## src/hw/rtl/sfd_pkg.sv

```systemverilog
// Shared types and constants for the frame decoder.
package sfd_pkg;

    localparam int FRAME_BYTES = 25;
    localparam int ADDR_W      = 5;

    localparam logic [7:0] START_BYTE = 8'h0F;
    localparam logic [7:0] END_PLAIN  = 8'h00;
    localparam logic [7:0] END_VOLT   = 8'h04;
    localparam logic [7:0] END_GPS    = 8'h14;
    localparam logic [7:0] END_ALT_A  = 8'h24;
    localparam logic [7:0] END_ALT_B  = 8'h34;
    localparam logic [7:0] TAG_VOLT   = 8'h03;
    localparam logic [7:0] TAG_GPS    = 8'h13;

    localparam logic [ADDR_W-1:0] FLAGS_POS = 5'd23;
    localparam logic [ADDR_W-1:0] END_POS   = 5'd24;
    localparam logic [ADDR_W-1:0] VOLT_SIZE = 5'd3;
    localparam logic [ADDR_W-1:0] GPS_SIZE  = 5'd24;
    localparam logic [ADDR_W-1:0] FULL_FILL = 5'd25;
    localparam logic [4:0] PROP_CHANNELS    = 5'd16;
    localparam logic [4:0] MAX_CH_RESET     = 5'd18;

    localparam logic [11:0] SCALE_OFFSET = 12'd874;
    localparam logic [11:0] SWITCH_LOW   = 12'd998;
    localparam logic [11:0] SWITCH_HIGH  = 12'd1998;

    typedef enum logic [1:0] {
        MODE_DESYNC  = 2'd0,
        MODE_COLLECT = 2'd1,
        MODE_VOLT    = 2'd2,
        MODE_GPS     = 2'd3
    } mode_t;

    typedef struct packed {
        logic              we;
        logic [ADDR_W-1:0] waddr;
        logic [7:0]        wdata;
        logic [ADDR_W-1:0] raddr;
    } mem_req_t;

endpackage

```

## src/hw/rtl/sfd_store.sv

```systemverilog
// Frame byte store: one write port, one read port with registered data.
module sfd_store
(
    input  logic              clk,
    input  sfd_pkg::mem_req_t req,
    output logic [7:0]        rd_data
);

    logic [7:0] mem [0:sfd_pkg::FRAME_BYTES-1];
    logic [7:0] rd_data_reg;

    always_ff @(posedge clk)
    begin
        if (req.we)
        begin
            mem[req.waddr] <= req.wdata;
        end
        rd_data_reg <= mem[req.raddr];
    end

    assign rd_data = rd_data_reg;

endmodule

```

## src/hw/rtl/sfd_ctrl.sv

```systemverilog
// Parser sequencer: byte intake, frame decode, resync search and store shift.
module sfd_ctrl
(
    input  logic              clk,
    input  logic              rst_n,
    input  logic              s_axis_tvalid,
    output logic              s_axis_tready,
    input  logic [7:0]        s_axis_tdata,
    output logic              m_axis_tvalid,
    input  logic              m_axis_tready,
    output logic [55:0]       m_axis_tdata,
    output logic              m_axis_tlast,
    input  logic              cfg_valid,
    output logic              cfg_ready,
    input  logic [4:0]        cfg_data,
    output sfd_pkg::mem_req_t req,
    input  logic [7:0]        rd_data
);

    typedef enum logic [3:0] {
        ST_IDLE, ST_FL_RD, ST_FL_CAP, ST_CH0, ST_CH1, ST_CH2, ST_CH3,
        ST_OUT, ST_SRCH, ST_COPY
    } state_t;

    state_t         state_reg, state_next;
    sfd_pkg::mode_t mode_reg, mode_next;
    logic [4:0]     fill_reg, fill_next;
    logic [31:0]    drop_reg, drop_next;
    logic [4:0]     maxch_reg;
    logic [7:0]     b0_reg, b0_next;
    logic [7:0]     flags_reg, flags_next;
    logic [7:0]     bp_reg, bp_next;
    logic [4:0]     k_reg, k_next;
    logic [15:0]    w_reg, w_next;
    logic [4:0]     idx_reg, idx_next;
    logic [4:0]     dst_reg, dst_next;
    logic [4:0]     start_reg, start_next;
    logic           pend_reg, pend_next;
    logic           ov_reg, ov_next;
    logic [4:0]     oidx_reg, oidx_next;
    logic [11:0]    oval_reg, oval_next;
    logic           olast_reg, olast_next;

    logic [4:0]     n_ch;
    logic           sw_en;
    logic [4:0]     total;
    logic [4:0]     base;
    logic [23:0]    word;
    logic [10:0]    raw;
    logic [13:0]    scaled;
    logic [7:0]     first;
    logic [4:0]     fill_eff;
    sfd_pkg::mode_t mode_eff;
    logic [4:0]     size;
    logic [7:0]     tag;

    assign n_ch   = (maxch_reg > sfd_pkg::PROP_CHANNELS) ? sfd_pkg::PROP_CHANNELS : maxch_reg;
    assign sw_en  = (maxch_reg > 5'd17);
    assign total  = sw_en ? 5'd18 : n_ch;
    assign base   = 5'd1 + bp_reg[7:3];
    assign word   = {rd_data, w_reg};
    assign raw    = 11'(word >> bp_reg[2:0]);
    assign scaled = ({3'b0, raw} << 2) + {3'b0, raw} + 14'd4;

    assign s_axis_tready = (state_reg == ST_IDLE);
    assign cfg_ready     = 1'b1;
    assign m_axis_tvalid = ov_reg;
    assign m_axis_tlast  = olast_reg;
    assign m_axis_tdata  = {5'b0, drop_reg, flags_reg[3] | flags_reg[2], flags_reg[3],
                            oval_reg, oidx_reg};

    assign fill_eff = (fill_reg >= sfd_pkg::FULL_FILL) ? 5'd0 : fill_reg;
    assign mode_eff = (fill_reg >= sfd_pkg::FULL_FILL) ? sfd_pkg::MODE_DESYNC : mode_reg;
    assign first    = (fill_eff == 5'd0) ? s_axis_tdata : b0_reg;
    assign size     = (mode_eff == sfd_pkg::MODE_VOLT) ? sfd_pkg::VOLT_SIZE : sfd_pkg::GPS_SIZE;
    assign tag      = (mode_eff == sfd_pkg::MODE_VOLT) ? sfd_pkg::TAG_VOLT : sfd_pkg::TAG_GPS;

    always_comb
    begin
        state_next = state_reg;
        mode_next  = mode_reg;
        fill_next  = fill_reg;
        drop_next  = drop_reg;
        b0_next    = b0_reg;
        flags_next = flags_reg;
        bp_next    = bp_reg;
        k_next     = k_reg;
        w_next     = w_reg;
        idx_next   = idx_reg;
        dst_next   = dst_reg;
        start_next = start_reg;
        pend_next  = pend_reg;
        ov_next    = ov_reg;
        oidx_next  = oidx_reg;
        oval_next  = oval_reg;
        olast_next = olast_reg;
        req        = '0;

        case (state_reg)
            ST_IDLE:
            begin
                if (s_axis_tvalid)
                begin
                    fill_next = fill_eff;
                    mode_next = mode_eff;
                    case (mode_eff)
                        sfd_pkg::MODE_DESYNC:
                        begin
                            if (s_axis_tdata == sfd_pkg::START_BYTE)
                            begin
                                req.we    = 1'b1;
                                req.waddr = '0;
                                req.wdata = s_axis_tdata;
                                b0_next   = s_axis_tdata;
                                fill_next = 5'd1;
                                mode_next = sfd_pkg::MODE_COLLECT;
                            end
                        end
                        sfd_pkg::MODE_COLLECT:
                        begin
                            req.we    = 1'b1;
                            req.waddr = fill_eff;
                            req.wdata = s_axis_tdata;
                            fill_next = fill_eff + 5'd1;
                            if (fill_eff == 5'd0)
                            begin
                                b0_next = s_axis_tdata;
                            end
                            if (fill_eff == sfd_pkg::END_POS)
                            begin
                                if (b0_reg != sfd_pkg::START_BYTE)
                                begin
                                    drop_next  = drop_reg + 32'd1;
                                    state_next = ST_SRCH;
                                end
                                else if (s_axis_tdata == sfd_pkg::END_PLAIN ||
                                         s_axis_tdata == sfd_pkg::END_ALT_A ||
                                         s_axis_tdata == sfd_pkg::END_ALT_B)
                                begin
                                    mode_next  = sfd_pkg::MODE_COLLECT;
                                    fill_next  = '0;
                                    state_next = ST_FL_RD;
                                end
                                else if (s_axis_tdata == sfd_pkg::END_VOLT)
                                begin
                                    mode_next  = sfd_pkg::MODE_VOLT;
                                    fill_next  = '0;
                                    state_next = ST_FL_RD;
                                end
                                else if (s_axis_tdata == sfd_pkg::END_GPS)
                                begin
                                    mode_next  = sfd_pkg::MODE_GPS;
                                    fill_next  = '0;
                                    state_next = ST_FL_RD;
                                end
                                else
                                begin
                                    state_next = ST_SRCH;
                                end
                                idx_next  = 5'd1;
                                pend_next = 1'b0;
                            end
                        end
                        default:
                        begin
                            req.we    = 1'b1;
                            req.waddr = fill_eff;
                            req.wdata = s_axis_tdata;
                            fill_next = fill_eff + 5'd1;
                            if (fill_eff == 5'd0)
                            begin
                                b0_next = s_axis_tdata;
                                if (s_axis_tdata == sfd_pkg::START_BYTE)
                                begin
                                    mode_next = sfd_pkg::MODE_COLLECT;
                                end
                            end
                            if (fill_eff + 5'd1 >= size)
                            begin
                                if (first == tag)
                                begin
                                    fill_next = '0;
                                end
                                else
                                begin
                                    mode_next = sfd_pkg::MODE_DESYNC;
                                    drop_next = drop_reg + 32'd1;
                                end
                            end
                        end
                    endcase
                end
            end
            ST_FL_RD:
            begin
                req.raddr  = sfd_pkg::FLAGS_POS;
                state_next = ST_FL_CAP;
            end
            ST_FL_CAP:
            begin
                flags_next = rd_data;
                k_next     = '0;
                bp_next    = '0;
                state_next = (n_ch == 5'd0) ? ST_IDLE : ST_CH0;
            end
            ST_CH0:
            begin
                req.raddr  = base;
                state_next = ST_CH1;
            end
            ST_CH1:
            begin
                req.raddr   = base + 5'd1;
                w_next[7:0] = rd_data;
                state_next  = ST_CH2;
            end
            ST_CH2:
            begin
                req.raddr    = base + 5'd2;
                w_next[15:8] = rd_data;
                state_next   = ST_CH3;
            end
            ST_CH3:
            begin
                oidx_next  = k_reg;
                oval_next  = 12'(scaled >> 3) + sfd_pkg::SCALE_OFFSET;
                olast_next = (k_reg + 5'd1 == total);
                ov_next    = 1'b1;
                state_next = ST_OUT;
            end
            ST_OUT:
            begin
                if (m_axis_tready)
                begin
                    ov_next = 1'b0;
                    k_next  = k_reg + 5'd1;
                    if (olast_reg)
                    begin
                        state_next = ST_IDLE;
                    end
                    else if (k_reg + 5'd1 < n_ch)
                    begin
                        bp_next    = bp_reg + 8'd11;
                        state_next = ST_CH0;
                    end
                    else
                    begin
                        oidx_next  = k_reg + 5'd1;
                        oval_next  = (k_reg[0] ? flags_reg[0] : flags_reg[1]) ?
                                     sfd_pkg::SWITCH_HIGH : sfd_pkg::SWITCH_LOW;
                        olast_next = (k_reg + 5'd2 == total);
                        ov_next    = 1'b1;
                    end
                end
            end
            ST_SRCH:
            begin
                if (pend_reg && rd_data == sfd_pkg::START_BYTE)
                begin
                    start_next = idx_reg - 5'd1;
                    idx_next   = idx_reg - 5'd1;
                    dst_next   = '0;
                    pend_next  = 1'b0;
                    state_next = ST_COPY;
                end
                else if (pend_reg && idx_reg == sfd_pkg::FULL_FILL)
                begin
                    fill_next  = '0;
                    mode_next  = sfd_pkg::MODE_DESYNC;
                    state_next = ST_IDLE;
                end
                else
                begin
                    req.raddr = idx_reg;
                    idx_next  = idx_reg + 5'd1;
                    pend_next = 1'b1;
                end
            end
            ST_COPY:
            begin
                if (pend_reg)
                begin
                    req.we    = 1'b1;
                    req.waddr = dst_reg;
                    req.wdata = rd_data;
                    dst_next  = dst_reg + 5'd1;
                end
                if (idx_reg < sfd_pkg::FULL_FILL)
                begin
                    req.raddr = idx_reg;
                    idx_next  = idx_reg + 5'd1;
                    pend_next = 1'b1;
                end
                else
                begin
                    pend_next = 1'b0;
                    if (!pend_reg)
                    begin
                        fill_next  = sfd_pkg::FULL_FILL - start_reg;
                        mode_next  = sfd_pkg::MODE_COLLECT;
                        b0_next    = sfd_pkg::START_BYTE;
                        state_next = ST_IDLE;
                    end
                end
            end
            default:
            begin
                state_next = ST_IDLE;
            end
        endcase
    end

    always_ff @(posedge clk or negedge rst_n)
    begin
        if (!rst_n)
        begin
            state_reg <= ST_IDLE;
            mode_reg  <= sfd_pkg::MODE_DESYNC;
            fill_reg  <= '0;
            drop_reg  <= '0;
            maxch_reg <= sfd_pkg::MAX_CH_RESET;
            ov_reg    <= 1'b0;
            pend_reg  <= 1'b0;
        end
        else
        begin
            state_reg <= state_next;
            mode_reg  <= mode_next;
            fill_reg  <= fill_next;
            drop_reg  <= drop_next;
            ov_reg    <= ov_next;
            pend_reg  <= pend_next;
            if (cfg_valid)
            begin
                maxch_reg <= cfg_data;
            end
        end
    end

    always_ff @(posedge clk)
    begin
        b0_reg    <= b0_next;
        flags_reg <= flags_next;
        bp_reg    <= bp_next;
        k_reg     <= k_next;
        w_reg     <= w_next;
        idx_reg   <= idx_next;
        dst_reg   <= dst_next;
        start_reg <= start_next;
        oidx_reg  <= oidx_next;
        oval_reg  <= oval_next;
        olast_reg <= olast_next;
    end

    a_fill_range: assert property (@(posedge clk) disable iff (!rst_n)
        fill_reg <= sfd_pkg::FULL_FILL)
        else $error("fill count out of range");

    a_write_range: assert property (@(posedge clk) disable iff (!rst_n)
        req.we |-> req.waddr < sfd_pkg::FULL_FILL)
        else $error("store write beyond frame");

    a_no_intake_while_out: assert property (@(posedge clk) disable iff (!rst_n)
        ov_reg |-> !s_axis_tready)
        else $error("byte taken while word pending");

    a_more_after_nonlast: assert property (@(posedge clk) disable iff (!rst_n)
        (ov_reg && m_axis_tready && !olast_reg) |=> !s_axis_tready)
        else $error("frame emission stopped early");

endmodule

```

## src/hw/rtl/sbus_frame_decoder_top.sv

```systemverilog
// Timing: a byte is taken only while idle; at a frame end the input is held while the flags are read,
// while each proportional channel is read from the store and scaled (states CH0 to CH3) and handed over,
// and while each switch channel is handed over, for up to 18 channels.
// A rejected frame has its store scanned for a later start byte; a shift to that start byte scans and
// then copies the bytes down, limited by the single read port of the frame store.
// Reset: asynchronous, active low; clears mode, fill, drops, output valid; channel limit 18.
module sbus_frame_decoder_top
(
    input  logic        clk,
    input  logic        rst_n,
    input  logic        s_axis_tvalid,
    output logic        s_axis_tready,
    input  logic [7:0]  s_axis_tdata,   // rx_byte
    output logic        m_axis_tvalid,
    input  logic        m_axis_tready,
    output logic [55:0] m_axis_tdata,   // channel_index, channel_value, failsafe, frame_lost, drop_total
    output logic        m_axis_tlast,
    input  logic        cfg_valid,
    output logic        cfg_ready,
    input  logic [4:0]  cfg_data        // chan_limit
);

    sfd_pkg::mem_req_t req;
    logic [7:0]        rd_data;

    sfd_store u_store
    (
        .clk     (clk),
        .req     (req),
        .rd_data (rd_data)
    );

    sfd_ctrl u_ctrl
    (
        .clk           (clk),
        .rst_n         (rst_n),
        .s_axis_tvalid (s_axis_tvalid),
        .s_axis_tready (s_axis_tready),
        .s_axis_tdata  (s_axis_tdata),
        .m_axis_tvalid (m_axis_tvalid),
        .m_axis_tready (m_axis_tready),
        .m_axis_tdata  (m_axis_tdata),
        .m_axis_tlast  (m_axis_tlast),
        .cfg_valid     (cfg_valid),
        .cfg_ready     (cfg_ready),
        .cfg_data      (cfg_data),
        .req           (req),
        .rd_data       (rd_data)
    );

endmodule
```

## config.mk

```make
export PLATFORM = sky130hd
export DESIGN_NAME = sbus_frame_decoder_top
export DESIGN_NICKNAME = d
export VERILOG_FILES = /design/src/hw/rtl/sfd_pkg.sv /design/src/hw/rtl/sfd_store.sv /design/src/hw/rtl/sfd_ctrl.sv /design/src/hw/rtl/sbus_frame_decoder_top.sv
export SDC_FILE = /design/constraint.sdc
export NUM_CORES = 1
export LEC_CHECK = 0
export ABC_AREA = 0
export CAP_MARGIN = 25
export CELL_PAD_IN_SITES_DETAIL_PLACEMENT = 2
export CELL_PAD_IN_SITES_GLOBAL_PLACEMENT = 2
export CORE_UTILIZATION = 48
export DETAILED_ROUTE_END_ITERATION = 7
export DONT_BUFFER_PORTS = 1
export GPL_ROUTABILITY_DRIVEN = 0
export GPL_TIMING_DRIVEN = 0
export PLACE_DENSITY_LB_ADDON = 0.1
export SLEW_MARGIN = 20
export SYNTH_ARGS = -nofsm -noshare
export SYNTH_HDL_FRONTEND = slang
export SYNTH_SLANG_ARGS = --single-unit
```

## constraint.sdc

```tcl
create_clock -name clk -period 10.3 [get_ports clk]
set_input_delay 1.03 -clock clk [delete_from_list [all_inputs] [get_ports clk]]
set_output_delay 1.03 -clock clk [all_outputs]
set_load 0.03 [all_outputs]
```

==> flow_summary.yaml <==
outcome:
  status: "finished clean"
critical_path:
  reg2reg_from: "u_ctrl.bp_reg[1]"
  cp_slowest_cell: "a2111oi_0"
  worstRegToRegCells: 15
  cp.required_ps: 10600
  slowest_delay_ps: 670
  timing.rr.end: "u_ctrl.oval_reg[10]"
  crit_family: "compound AO/OA/AOI/OAI gates"
  path_buf_inv: 2
  reg2reg_slack_ps: 4990
  cp-end-kind: "flop"
  path_cells: "clkbuf_1 > clkbuf_1 > mux2_2 > mux2i_1 > mux2i_1 > ha_1 > ha_1 > a21o_1 > a211o_1 > a2111oi_0 > nor2_1 > xor2_1 > a221oi_1 > xor2_1 > a21o_1"
  path_class: "flop to flop"
  cp_data_arrival_time_ps: 5600
  worst_setup_path_start_kind: "flop"
  path_max_fanout: 10
grt:
  antenna_found_initial: 0
  track_usage: 0.310
  grt_max_degree: 51
  grt_pass1_wl_mm: 82.2
  grt_pass1_vias: 13100
  grt_overflow: 0
final_layout:
  layout-drive-gt1-share: 0.122
  seq_area_sq_um: 9640
  fin_cells: 1893
  layout.nets: 1476
  area_delta_synth_final_pct: 11.6
  filler_cell_count: 3166
  insertedDiodeCount: 0
  multi_input_area_sq_um: 6590
  largest_reg_flops: 200
sta:
  drv_slew: 0
  setup_viol: 0
  hold_viol_final: 0
  period_share: 0.515
  slew_headroom: 0.282
  finalSetupTns_ps: 0
  finClkSkew_ps: 22.7
  rsz0062_at_grt: "no"
  max_freq_mhz: 188
  min_period_ps: 5310
  worst-slew-pin-transition_ps: 1080
yosys:
  synth_edf_count: 274
  ys_seq_elements: 332
  ys_types: 88
  syn_inst: 1367
  yosysWarnings: 0
  netlist_area_sq_um: 16600
  synth-async-reset-ratio: 0.151
  syn_area_per_cell_sq_um: 12.1
  synthFlopType: "edfxtp_1"
  ys_seq_area_frac: 0.581
routing:
  wirelength_mm: 53.8
  first_pass_iters: 6
  vias_per_cell: 6.25
  ant_nets: 0
  num_vias: 11800
  drtIter0Drc: 654
  wl_per_cell_um: 28.4
  drc: 0
clocking:
  clock_sinks: 332
  ctsLongestPathBuffers: 3
  cts-resized-gates: 0
  cts_hold_buf: 0
  ctsHtreeMaxLevel: 2
  cts.clk_slew.worst_paths_ps: 60
  post_cts_buffers: 0
  cts_tree: "built"
  root_buffer: "clkbuf_16"
  insertion_delay_ps: 550
  cts_made_buffers: 38
pwr:
  power_density_nw_per_um2: 322
  ir_worst_vdd_v: 0.000241
  p_total_mw: 5.96
  p_leak_nw: 7.03
place:
  hpwl_mm: 35.4
  port_buffers: 0
  post-place-cells: 1824
floorplan:
  dieArea_sq_um: 35300
  die_w_um: 188
  die_height_um: 188
  io_pins: 78
  initial_core_util: 0.491
  design.core.area_sq_um: 33800
  placementRows: 67
run:
  drv_cap: 0
min_path:
  hold_path.class: "input port to asynchronous set/reset pin"
[synthesized netlist by cell type (all sizes together) (8+ instances only)]
cell | instances | area share
a211oi | 8 | 0.0036
a21o | 11 | 0.0050
a21oi | 61 | 0.018
a221o | 9 | 0.0054
and2 | 12 | 0.0045
and3 | 10 | 0.0038
buf | 36 | 0.012
clkbuf | 37 | 0.0084
dfrtp | 48 | 0.072
dfxtp | 8 | 0.0097
edfxtp | 274 | 0.50
ha | 41 | 0.031
inv | 33 | 0.0075
mux2 | 37 | 0.025
mux2i | 91 | 0.055
nand2 | 128 | 0.029
nand2b | 9 | 0.0034
nand3 | 37 | 0.012
nand4 | 18 | 0.0068
nor2 | 98 | 0.022
nor3 | 27 | 0.0084
nor4 | 8 | 0.0030
o21a | 11 | 0.0050
o21ai | 71 | 0.022
o22ai | 20 | 0.0075
o2bb2ai | 9 | 0.0048
or2 | 8 | 0.0030
or3 | 8 | 0.0030
xnor2 | 39 | 0.021
xor2 | 39 | 0.021
[cell families after synthesis]
kind of cell | Yosys count | synth area share
compound gates | 280 | 0.114
simple gates | 393 | 0.115
fa+ha+maj | 42 | 0.0321
buf+inv | 106 | 0.0277
mux | 134 | 0.0881
xor+xnor | 78 | 0.0412
other cells | 2 | 0.000453
flops | 332 | 0.581
[routing by layer]
| layer | vias to the layer above | part of all wire | track usage | wire length [um] |
|---|---|---|---|---|
| met4 | 0 | 0.040 | 0.131 | 2180 |
| met2 | 346 | 0.51 | 0.549 | 27700 |
| li1 | 5251 | - | - | - |
| met5 | - | 0 | 0 | 0 |
| met1 | 6098 | 0.39 | 0.372 | 21300 |
| met3 | 130 | 0.051 | 0.0509 | 2740 |
[stage by stage]
step	utilization	cell area [sq um]	hold WS [ps]	setup slack [ps]
2_1_floorplan	-	16600	449	5870
5_1_grt	0.548	18500	152	4720
3_5_place_dp	0.513	17300	535	5190
4_1_cts	0.548	18500	151	5050
6_report	0.548	18500	168	4990
3_3_place_gp	0.508	17200	516	4290
[where the power goes]
part	internal [mW]	leakage, nW	switching [mW]
logic	1.01	3.18	1.78
clock network	0.746	0.588	0.569
registers	1.71	3.27	0.145
total	3.46	7.03	2.50
[how the worst max path moves through the flow]
| stage | slack [ps] | startpoint | end | depth (start not counted) |
|---|---|---|---|---|
| 2_1_floorplan | 5870 | u_ctrl.bp_reg[1] | u_ctrl.oval_reg[10] | 15 |
| 3_3_place_gp | 4290 | s_axis_tdata[5] | u_store.mem[3][0] | 4 |
| 3_5_place_dp | 5190 | u_ctrl.bp_reg[1] | u_ctrl.oval_reg[10] | 15 |
| 4_1_cts | 5050 | u_ctrl.bp_reg[1] | u_ctrl.oval_reg[10] | 15 |
| 5_1_grt | 4720 | u_ctrl.bp_reg[1] | u_ctrl.oval_reg[10] | 15 |
| 6_report | 4990 | u_ctrl.bp_reg[1] | u_ctrl.oval_reg[10] | 15 |
[final cells by class]
type / count / area share
clock inverter: 20 / 0.00831
buffer: 73 / 0.0181
inverter: 33 / 0.00669
sequential: 332 / 0.520
tap: 448 / 0.0303
timing repair buffer: 5 / 0.00412
clock buffer: 49 / 0.0563
multi-input combinational: 933 / 0.356
[layout by cell type (no fill, tap or decap), types with 10 or more instances in the layout]
cell type,n
dfrtp_1,48
a21o_1,11
o21ai_0,61
mux2_2,36
nor2_1,97
edfxtp_1,274
xor2_1,39
nand4_1,18
nor3_1,24
inv_1,31
clkbuf_1,43
o22ai_1,20
xnor2_1,39
clkbuf_16,38
mux2i_1,91
and2_1,12
o21a_1,11
nand2_1,128
a21oi_1,60
ha_1,41
clkinv_2,10
nand3_1,35
and3_1,10
buf_2,28
No activity file was read; power rests on OpenSTA's default activity.
